[config.mk]
export PLATFORM = sky130hd
export DESIGN_NAME = serial_frame_deframer_xor_core
export DESIGN_NICKNAME = d
export VERILOG_FILES = /design/src/rtl/sfdx_pkg.sv /design/src/rtl/serial_frame_deframer_xor_core.sv
export SDC_FILE = /design/constraint.sdc
export NUM_CORES = 1
export LEC_CHECK = 0
export BUFFER_PORTS_ARGS = -buffer_cell sky130_fd_sc_hd__buf_4
export CAP_MARGIN = 20
export CELL_PAD_IN_SITES_DETAIL_PLACEMENT = 1
export CELL_PAD_IN_SITES_GLOBAL_PLACEMENT = 2
export CORE_ASPECT_RATIO = 0.7
export CORE_MARGIN = 8
export CORE_UTILIZATION = 44
export DETAILED_ROUTE_END_ITERATION = 10
export PLACE_DENSITY = 0.85
export SLEW_MARGIN = 20
export SYNTH_ARGS = -nofsm -noshare
export SYNTH_HDL_FRONTEND = slang
export SYNTH_SLANG_ARGS = --single-unit
[constraint.sdc]
create_clock -name i_clk -period 2.42 [get_ports i_clk]
set_clock_uncertainty 0.05 [all_clocks]
set_input_delay 0.121 -clock i_clk [delete_from_list [all_inputs] [get_ports i_clk]]
set_output_delay 0.121 -clock i_clk [all_outputs]
set_load 0.02 [all_outputs]
[src/rtl/sfdx_pkg.sv]
package sfdx_pkg;

    // Largest number of bytes taken in from the length byte through the checksum
    localparam int unsigned MAX_BUFFER_BYTES = 64;

    // Payload store geometry
    localparam int unsigned BUF_DEPTH  = 64;
    localparam int unsigned BUF_AW     = $clog2(BUF_DEPTH);
    localparam int unsigned CNT_W      = 7;

    localparam logic [7:0] SYNC_A   = 8'h55;
    localparam logic [7:0] SYNC_B   = 8'hAA;
    localparam logic [7:0] SYNC_C   = 8'hDC;
    localparam logic [7:0] LEN_MASK = 8'h3F;

    typedef enum logic [2:0] {
        ST_H1   = 3'd0,
        ST_H2   = 3'd1,
        ST_H3   = 3'd2,
        ST_LEN  = 3'd3,
        ST_ID   = 3'd4,
        ST_DATA = 3'd5,
        ST_CRC  = 3'd6
    } t_parse_state;

endpackage

[src/rtl/serial_frame_deframer_xor_core.sv]
// Channel | direction | handshake          | payload
// --------+-----------+--------------------+------------------------------------------
// rx      | in        | i_valid / o_stall  | i_rx_byte
// frame   | out       | o_valid / i_stall  | o_frame_tag, o_byte_index, o_data_byte, o_last
//
// A received byte is taken in while i_valid is high and o_stall is low; bytes may arrive in every cycle while no frame
// is being emitted. A good checksum starts an emission run of N results (N data bytes),
// one result per cycle when the output side does not stall; the single-port payload RAM sets
// this: one read a cycle. The checksum transfer sets r_busy, which starts the reads into the output register.
// o_stall stays high until the last byte has been read, so no byte is written while the
// RAM is being read. Reset is synchronous and active low; the RAM contents are not cleared.
module serial_frame_deframer_xor_core
    import sfdx_pkg::*;
(
    input  logic       i_clk,
    input  logic       i_rst_n,
    // receive channel
    input  logic       i_valid,
    output logic       o_stall,
    input  logic [7:0] i_rx_byte,
    // frame channel
    output logic       o_valid,
    input  logic       i_stall,
    output logic [7:0] o_frame_tag,
    output logic [5:0] o_byte_index,
    output logic [7:0] o_data_byte,
    output logic       o_last
);

    // Payload RAM: written while parsing, read during emission
    logic [7:0] r_mem [BUF_DEPTH];

    // Parser state
    t_parse_state      r_state,        n_state;
    logic [5:0]        r_frame_len,    n_frame_len;
    logic [7:0]        r_frame_ident,  n_frame_ident;
    logic [BUF_AW-1:0] r_pcount,       n_pcount;
    logic [7:0]        r_xor,          n_xor;
    logic [CNT_W-1:0]  r_stored,       n_stored;

    // Emission state
    logic              r_busy,         n_busy;
    logic [BUF_AW-1:0] r_rd_idx,       n_rd_idx;
    logic [BUF_AW-1:0] r_emit_cnt,     n_emit_cnt;

    // Output register (data byte comes straight from the RAM read register)
    logic              r_out_valid,    n_out_valid;
    logic [7:0]        r_out_id;
    logic [5:0]        r_out_index;
    logic              r_out_last;
    logic [7:0]        r_rd_data;

    logic              in_xfer;
    logic              out_xfer;
    logic              rd_en;
    logic              wr_en;
    logic [CNT_W-1:0]  stored_inc;
    logic              overflow;
    logic [BUF_AW-1:0] pcount_inc;
    logic              rd_last;

    assign o_stall  = r_busy;
    assign in_xfer  = i_valid && !r_busy;
    assign out_xfer = r_out_valid && !i_stall;

    // Issue a read whenever the output slot is empty or is being emptied this cycle
    assign rd_en   = r_busy && (!r_out_valid || out_xfer);
    assign rd_last = (r_rd_idx == r_emit_cnt - BUF_AW'(1));

    assign stored_inc = r_stored + CNT_W'(1);
    assign overflow   = stored_inc > CNT_W'(MAX_BUFFER_BYTES);
    assign pcount_inc = r_pcount + BUF_AW'(1);
    assign wr_en      = in_xfer && (r_state == ST_DATA);

    // Parser next state and emission control
    always_comb begin
        n_state       = r_state;
        n_frame_len   = r_frame_len;
        n_frame_ident = r_frame_ident;
        n_pcount      = r_pcount;
        n_xor         = r_xor;
        n_stored      = r_stored;
        n_busy        = r_busy;
        n_rd_idx      = r_rd_idx;
        n_emit_cnt    = r_emit_cnt;
        n_out_valid   = r_out_valid;

        // Output side: advance the read pointer, drop the run flag after the last read
        if (rd_en) begin
            n_out_valid = 1'b1;
            n_rd_idx    = r_rd_idx + BUF_AW'(1);
            if (rd_last) begin
                n_busy = 1'b0;
            end
        end else if (out_xfer) begin
            n_out_valid = 1'b0;
        end

        if (in_xfer) begin
            n_stored = stored_inc;
            unique case (r_state)
                ST_H2: begin
                    n_state  = (i_rx_byte == SYNC_B) ? ST_H3 : ST_H1;
                    n_stored = '0;
                end
                ST_H3: begin
                    n_state  = (i_rx_byte == SYNC_C) ? ST_LEN : ST_H1;
                    n_stored = '0;
                end
                ST_LEN: begin
                    n_frame_len = 6'(i_rx_byte & LEN_MASK);
                    n_xor       = i_rx_byte;
                    n_state     = ST_ID;
                end
                ST_ID: begin
                    n_frame_ident = i_rx_byte;
                    n_xor         = r_xor ^ i_rx_byte;
                    n_pcount      = '0;
                    n_state       = ST_DATA;
                end
                ST_DATA: begin
                    n_xor    = r_xor ^ i_rx_byte;
                    n_pcount = pcount_inc;
                    if (r_frame_len <= 6'd3 ||
                        6'(pcount_inc) >= r_frame_len - 6'd3) begin
                        n_state = ST_CRC;
                    end
                end
                ST_CRC: begin
                    // Good checksum: start the emission run
                    if (!overflow && i_rx_byte == r_xor) begin
                        n_busy     = 1'b1;
                        n_rd_idx   = '0;
                        n_emit_cnt = r_pcount;
                    end
                    n_state  = ST_H1;
                    n_stored = '0;
                end
                default: begin
                    n_state  = (i_rx_byte == SYNC_A) ? ST_H2 : ST_H1;
                    n_stored = '0;
                end
            endcase

            // Too many bytes for the buffer: drop the frame
            if (overflow && (r_state == ST_LEN || r_state == ST_ID ||
                             r_state == ST_DATA)) begin
                n_state  = ST_H1;
                n_stored = '0;
            end
        end
    end

    // Control registers
    always_ff @(posedge i_clk) begin
        if (!i_rst_n) begin
            r_state       <= ST_H1;
            r_frame_len   <= '0;
            r_frame_ident <= '0;
            r_pcount      <= '0;
            r_xor         <= '0;
            r_stored      <= '0;
            r_busy        <= 1'b0;
            r_rd_idx      <= '0;
            r_emit_cnt    <= '0;
            r_out_valid   <= 1'b0;
        end else begin
            r_state       <= n_state;
            r_frame_len   <= n_frame_len;
            r_frame_ident <= n_frame_ident;
            r_pcount      <= n_pcount;
            r_xor         <= n_xor;
            r_stored      <= n_stored;
            r_busy        <= n_busy;
            r_rd_idx      <= n_rd_idx;
            r_emit_cnt    <= n_emit_cnt;
            r_out_valid   <= n_out_valid;
        end
    end

    // Payload RAM write port
    always_ff @(posedge i_clk) begin
        if (wr_en) begin
            r_mem[r_pcount] <= i_rx_byte;
        end
    end

    // Payload RAM read port; the read register doubles as the output data register
    always_ff @(posedge i_clk) begin
        if (rd_en) begin
            r_rd_data   <= r_mem[r_rd_idx];
            r_out_id    <= r_frame_ident;
            r_out_index <= 6'(r_rd_idx);
            r_out_last  <= rd_last;
        end
    end

    assign o_valid      = r_out_valid;
    assign o_frame_tag  = r_out_id;
    assign o_byte_index = r_out_index;
    assign o_data_byte  = r_rd_data;
    assign o_last       = r_out_last;

endmodule

After elaboration in Yosys (flattened, before gate mapping)
Memories as Yosys holds them, arrays and structs flattened. A register that Yosys moved wholly into a read port is not among the register bits.
Cells that the tools add are included.
{"block": "word_totals", "reg_bits": 67, "mem_bits_rw": 512, "in_bits": 12, "out_inout_bits": 25, "wordCells": 83, "n_memories": 1}
{"name": "r_mem", "words": 64, "word_bits": 8, "read_ports": 1, "rd_clocked_by_memory_dff": 1, "wr": 1, "line_no": "serial_frame_deframer_xor_core.sv:31", "rtl": "logic [7:0] r_mem [BUF_DEPTH];"}
{"block": "op_classes", "n_addsub": 5, "n_lt_le_gt_ge": 3, "n_eq_ne": 12, "muxes": 23, "bitwise_logic": 1, "n_reduce_logical": 25}
{"operator": "6-bit 2-to-1 mux", "count": 4}
{"operator": "3-bit case mux with 6 select lines", "count": 1}
{"operator": "8-bit equality test, second input constant", "count": 2}
{"operator": "8-bit case mux with 2 select lines", "count": 1}
{"operator": "7-bit 2-to-1 mux", "count": 2}
{"operator": "6-bit by 1-bit adder with 6-bit output, second input constant", "count": 2}
{"operator": "6-bit case mux with 2 select lines", "count": 1}
{"operator": "1-bit 2-to-1 mux", "count": 10}
{"operator": "2-bit AND reduction", "count": 5}
{"operator": "3-bit equality test, second input constant", "count": 3}
{"operator": "8-bit by 7-bit equality test with 1-bit output, second input constant", "count": 1}
{"operator": "8-bit equality test", "count": 1}
{"operator": "8-bit bitwise XOR", "count": 1}
{"operator": "7-bit by 1-bit adder with 7-bit output, second input constant", "count": 1}
{"operator": "7-bit greater-than comparator, second input constant", "count": 1}
{"operator": "3-bit by 2-bit equality test with 1-bit output, second input constant", "count": 2}
{"operator": "6-bit equality test", "count": 1}
{"operator": "6-bit greater-or-equal comparator", "count": 1}
{"operator": "6-bit by 2-bit <= comparator with 1-bit output, second input constant", "count": 1}
{"operator": "1-bit logical AND", "count": 6}
{"operator": "3-bit 2-to-1 mux", "count": 2}
{"operator": "2-bit nonzero test", "count": 3}
{"operator": "6-bit by 1-bit subtractor with 6-bit output, second input constant", "count": 1}
{"operator": "6-bit by 2-bit subtractor with 6-bit output, second input constant", "count": 1}
{"operator": "8 further kinds", "count": 15}

Depth between registers and ports, before layout
{"block": "depth", "ltp_word": 8, "depth_mapped": 11}

Worst setup path after synthesis
Ideal clock, no wire load.
{"block": "synth_timing", "kind": "flip-flop to flip-flop", "from": "reg r_pcount[2]", "to": "reg r_state[2]", "setup_ns": 0.141, "t_arrival_ns": 2.156, "t_required_ns": 2.229, "path_slack_ns": 0.074, "path_stages_with_launch": 12, "n_path_buf": 1, "synth_period_minus_slack_ns": 2.346, "path_cell_list": "dfxtp_1 > clkbuf_1 > nand3_1 > nor2_1 > xor2_1 > ha_1 > nand2_1 > nand3b_1 > o31ai_1 > o211ai_1 > o21ai_0 > a211oi_2"}
{"block": "synth_between", "elab_chain_cells": 5}
{"element": "start: declaration", "line_no": "serial_frame_deframer_xor_core.sv:37", "rtl": "logic [BUF_AW-1:0] r_pcount, n_pcount;"}
{"element": "start signal: assignment", "line_no": "serial_frame_deframer_xor_core.sv:171", "rtl": "r_pcount <= n_pcount;"}
{"element": "6-bit by 1-bit adder with 6-bit output", "line_no": "serial_frame_deframer_xor_core.sv:72", "rtl": "assign pcount_inc = r_pcount + BUF_AW'(1);"}
{"element": "6-bit greater-or-equal comparator", "line_no": "serial_frame_deframer_xor_core.sv:125", "rtl": "6'(pcount_inc) >= r_frame_len - 6'd3) begin"}
{"element": "1-bit logical OR", "line_no": "serial_frame_deframer_xor_core.sv:124", "rtl": "if (r_frame_len <= 6'd3 ||"}
{"element": "3-bit by 1-bit != test with 1-bit output (no line)"}
{"element": "2-bit AND reduction (no line)"}
{"element": "end signal: assignment", "line_no": "serial_frame_deframer_xor_core.sv:168", "rtl": "r_state <= n_state;"}
{"element": "end: declaration", "line_no": "serial_frame_deframer_xor_core.sv:34", "rtl": "t_parse_state r_state, n_state;"}
No other way between the ends.
A chain may end at the register's enable or synchronous reset.

==> report_table.html <==
<table>
<tr><th>Metric</th><th>Value</th></tr>
<tr><th colspan="2">Synth</th></tr>
<tr><td>Synth warn</td><td>0</td></tr>
<tr><td>Xor and xnor fraction of the mapped netlist area</td><td>1.19%</td></tr>
<tr><td>Flip-flop and latch count after synthesis</td><td>587</td></tr>
<tr><td>Number of flops mapped to enable cells by yosys</td><td>around 540</td></tr>
<tr><td>Post-synthesis share of cell area spent on and, or, nand and nor gates</td><td>5.49%</td></tr>
<tr><td>Post-Synthesis Cell Area</td><td>23,600 sq um</td></tr>
<tr><td>Dominant combinational cell family by area after synthesis</td><td>multiplexers</td></tr>
<tr><td>Mux cell area share after synthesis</td><td>about an eighth</td></tr>
<tr><td>Post-Synth Adder-Cell Area</td><td>less than 1%</td></tr>
<tr><td>Distinct cell type count of the synthesized netlist</td><td>67</td></tr>
<tr><td>Nets in the synthesized netlist</td><td>between 1,000 and 1,500</td></tr>
<tr><td>Compound-Gate Fraction of Synth Area</td><td>5.58%</td></tr>
<tr><td>Number of instances in the synthesized netlist</td><td>1,345</td></tr>
<tr><td>Top FF cell, synth</td><td>edfxtp_1</td></tr>
<tr><td>Synthesized area divided by synthesized cell count</td><td>between 15 and 20 sq um</td></tr>
<tr><td>Sequential fraction of the synthesis area</td><td>around 73%</td></tr>
<tr><td>Share of synthesized registers carrying an async set or reset</td><td>0%</td></tr>
<tr><th colspan="2">Hold path</th></tr>
<tr><td>Worst min path class</td><td>in -&gt; reg</td></tr>
<tr><th colspan="2">Finish</th></tr>
<tr><td>Share of post-route cells with drive strength above 1</td><td>28.9%</td></tr>
<tr><td>Antenna fix cells</td><td>0</td></tr>
<tr><td>Area of the multi-input gates</td><td>approximately 6200 sq um</td></tr>
<tr><td>Area overhead of the layout relative to synthesis</td><td>18.6%</td></tr>
<tr><td>Final Net Count</td><td>about 1,600</td></tr>
<tr><td>Number of fillers in the final layout</td><td>around 4,900</td></tr>
<tr><td>Final instance count without filler cells</td><td>roughly 2,300</td></tr>
<tr><td>Sequential cell area</td><td>17,100 sq um</td></tr>
<tr><th colspan="2">Worst setup path</th></tr>
<tr><td>Largest fanout on the critical path</td><td>21</td></tr>
<tr><td>Kind of critical path</td><td>reg -&gt; reg</td></tr>
<tr><td>Kind of start point of the critical path</td><td>flop</td></tr>
<tr><td>Arrival time at the worst endpoint</td><td>2.73 ns</td></tr>
<tr><td>Critical path data required time</td><td>2.73 ns</td></tr>
<tr><td>Sort of element at the end of the critical path</td><td>flop</td></tr>
<tr><th colspan="2">Run status</th></tr>
<tr><td>Status</td><td>finished, final reports clean</td></tr>
<tr><th colspan="2">Clock network</th></tr>
<tr><td>Total CTS buffers</td><td>between 50 and 60</td></tr>
<tr><td>Worst-Skew Late Latency</td><td>between 0.6 and 0.7 ns</td></tr>
<tr><td>Clk pin slew, worst setup/hold paths</td><td>0.07 ns</td></tr>
<tr><td>Number of H-tree branching levels</td><td>2</td></tr>
<tr><td>Maximum number of buffers from clock root to sink</td><td>3</td></tr>
<tr><td>Count of clock tree sinks</td><td>between 500 and 600</td></tr>
<tr><td>Clock tree from TritonCTS</td><td>yes</td></tr>
<tr><td>Clock root buffer master</td><td>clkbuf_16</td></tr>
<tr><th colspan="2">Routing</th></tr>
<tr><td>Number of remaining DRC errors</td><td>0</td></tr>
<tr><td>Via Count</td><td>between 10,000 and 15,000</td></tr>
<tr><td>Starting DRT DRC Count</td><td>between 1,500 and 2,000</td></tr>
<tr><td>Routed length per placed instance</td><td>28.8 um</td></tr>
<tr><td>Post-DRT Antenna Nets</td><td>0</td></tr>
<tr><td>Detailed-router iteration count before antenna repair</td><td>6</td></tr>
<tr><td>Via density per instance</td><td>5.91</td></tr>
<tr><td>DRT Wirelength</td><td>~66,000 um</td></tr>
<tr><th colspan="2">GRT</th></tr>
<tr><td>Total routing resource utilization after global routing</td><td>a little over a fifth</td></tr>
<tr><td>Largest net degree at the start of global routing</td><td>70</td></tr>
<tr><td>Number of global-route vias before repair</td><td>about 14,000</td></tr>
<tr><td>Global-route wire length before repair</td><td>about 100,000 um</td></tr>
<tr><td>GR Overflow Total</td><td>0</td></tr>
<tr><td>Initial antenna violation count</td><td>1</td></tr>
<tr><th colspan="2">Die</th></tr>
<tr><td>Row Count</td><td>71</td></tr>
<tr><td>Die boundary height</td><td>roughly 210 um</td></tr>
<tr><td>Starting density of the core</td><td>between 40% and 50%</td></tr>
<tr><td>Number of ports placed on the die boundary</td><td>37</td></tr>
<tr><td>Area of the core</td><td>53,300 sq um</td></tr>
<tr><td>Area of the die</td><td>61,300 sq um</td></tr>
<tr><td>Die Width</td><td>~290 um</td></tr>
<tr><th colspan="2">Placed design</th></tr>
<tr><td>Buffers added on ports</td><td>36</td></tr>
<tr><td>Total placed cells including tap cells</td><td>between 2,000 and 2,500</td></tr>
<tr><td>Placement-stage worst setup slack</td><td>-0.135 ns</td></tr>
<tr><td>Global placement routability congestion</td><td>approximately 0.84</td></tr>
<tr><td>HPWL after detailed placement</td><td>about 44,000 um</td></tr>
<tr><th colspan="2">STA</th></tr>
<tr><td>Period minus WS final</td><td>between 2 and 2.5 ns</td></tr>
<tr><td>Final number of max-transition violations</td><td>0</td></tr>
<tr><td>Setup repair after global routing missed its margin</td><td>true</td></tr>
<tr><td>Achievable Freq</td><td>just over 400 MHz</td></tr>
<tr><td>Headroom to the max-slew limit</td><td>41.4%</td></tr>
<tr><td>Post-route worst setup slack</td><td>around 0.0064 ns</td></tr>
<tr><td>Final number of setup-violating endpoints</td><td>0</td></tr>
<tr><td>Post-route clock period utilization</td><td>roughly 100%</td></tr>
<tr><td>Least-Margin Pin Slew</td><td>approximately 0.9 ns</td></tr>
<tr><td>Count of endpoints failing hold in the final timing report</td><td>0</td></tr>
<tr><th colspan="2">Power and ir drop</th></tr>
<tr><td>Areal power density over the cells</td><td>roughly 710 nW/um^2</td></tr>
<tr><td>Max rail drop VDD</td><td>approximately 500 uV</td></tr>
<tr><td>LEAKAGE</td><td>about 9.0 nW</td></tr>
<tr><td>Final total power</td><td>between 15 and 20 mW</td></tr>
<tr><th colspan="2">Job</th></tr>
<tr><td>Count of maximum capacitance violations</td><td>0</td></tr>
</table>
[layout by cell type, fill, tap and decap left out, drive strengths merged, types with 7 or more instances in the layout]
cell,instances
a211oi,22
a21boi,15
a21oi,19
a22oi,24
and2,7
buf,229
clkbuf,74
clkinv,15
dfxtp,52
dlygate4sd3,7
edfxtp,535
ha,12
inv,11
mux2i,71
mux4,102
nand2,69
nand2b,7
nand3,18
nand3b,9
nor2,93
nor2b,30
o21ai,37
o221ai,9
o22ai,18
xnor2,16
xor2,16
[synth_stat cells (9+ instances only)]
cell,count,share of area [%]
a21oi_1,19,0.40
xor2_1,16,0.59
clkbuf_1,40,0.64
dfxtp_1,52,4.4
buf_2,20,0.42
nor2b_1,30,0.80
o221ai_1,9,0.33
nor2_1,92,1.5
a211oi_1,21,0.67
a21boi_1,11,0.35
mux4_2,102,9.7
mux2i_1,71,3.0
a22oi_1,24,0.76
o21ai_1,14,0.30
nand3_1,18,0.38
o22ai_1,18,0.48
xnor2_1,16,0.59
edfxtp_1,535,68
o21ai_0,23,0.49
nand2_1,68,1.1
nand3b_1,9,0.29
buf_4,14,0.45
ha_1,12,0.64
[logic make-up (layout without fill, tap and decap cells)]
| logic type | count (synthesis) | in the layout |
|---|---|---|
| flip-flops | 587 | 587 |
| buffers and inverters | 88 | 345 |
| XOR/XNOR | 32 | 32 |
| adder cells (fa/ha/maj) | 12 | 12 |
| multiplexers | 173 | 173 |
| AND/OR/NAND/NOR | 268 | 268 |
| AO/OA/AOI/OAI | 185 | 185 |
[per-stage QoR]
stage | TNS (ns) | cell area, sq um | util, % | hold slack [ns]
4_1_cts | -0.00859 | 27800 | 52.2 | 0.0240
5_1_grt | -0.195 | 28000 | 52.5 | 0.0571
3_5_place_dp | -0.871 | 25900 | 48.6 | 0.367
6_report | 0 | 28000 | 52.5 | 0.0619
3_3_place_gp | -0.327 | 25900 | 48.6 | 0.370
2_1_floorplan | 0 | 23600 | - | 0.170
[what timing repair did]
item | in CTS | in global routing
endpoints found under the setup margin | 11 | 22
pin swaps | 3 | 11
hold buffers | 7 | 0
endpoints found under the hold margin | 58 | 0
setup buffers | 3 | 2
resized for setup | 18 | 29
[layout make-up]
type | instances | area share [%]
Timing Repair Buffer | 236 | 6.99
Tap cell | 693 | 3.10
Clock buffer | 74 | 5.29
Inverter | 8 | 0.107
Clock inverter | 27 | 0.953
Sequential cell | 587 | 61.2
Multi-Input combinational cell | 670 | 22.3
[per-layer routing]
metal / GRT usage [%] / wire [um]
met1: 31.4 / 29500
met4: 5.72 / 1570
met5: 0 / 0
met2: 32.1 / 29700
met3: 4.79 / 5360
[critical path, stage by stage, from the launching register on]
cell and delay [ns]:
dfxtp_4 0.41, buf_12 0.23, buf_4 0.18, mux4_2 0.52
a211oi_4 0.30, buf_4 0.17, o41ai_1 0.06, and3_1 0.22
[registers in the layout, indices dropped and copies added (netlist names)]
name and cells:
r_stored 7, r_frame_ident 8, o_stall 1, o_last 1
r_xor 8, o_byte_index 6, r_rd_idx 6, r_state 3
r_pcount 6, o_frame_tag 8, r_mem 512, o_data_byte 8
r_frame_len 6, r_emit_cnt 6, o_valid 1
[path summary, 6_finish.rpt]
path	from	endpoint	slack, ns	cells past startpoint
hold / removal	i_rx_byte[3]	r_mem[29][3]$_DFFE_PP_	0.06	2
hold reg to reg	r_frame_ident[3]$_SDFFE_PN0P_	o_frame_tag[3]$_DFFE_PP_	0.39	0
setup reg to reg	r_rd_idx[0]$_SDFF_PN0_	o_data_byte[0]$_DFFE_PP_	0.006	7
setup / recovery	r_rd_idx[0]$_SDFF_PN0_	o_data_byte[0]$_DFFE_PP_	0.006	7
[report_power, final]
part           total [mW]  internal [mW]  switching [mW]
Combinational       0.348         0.0825           0.266
Clock                8.50           4.73            3.77
Sequential           11.1           11.0          0.0150
Note: power is estimated with default switching activity, not from simulation.
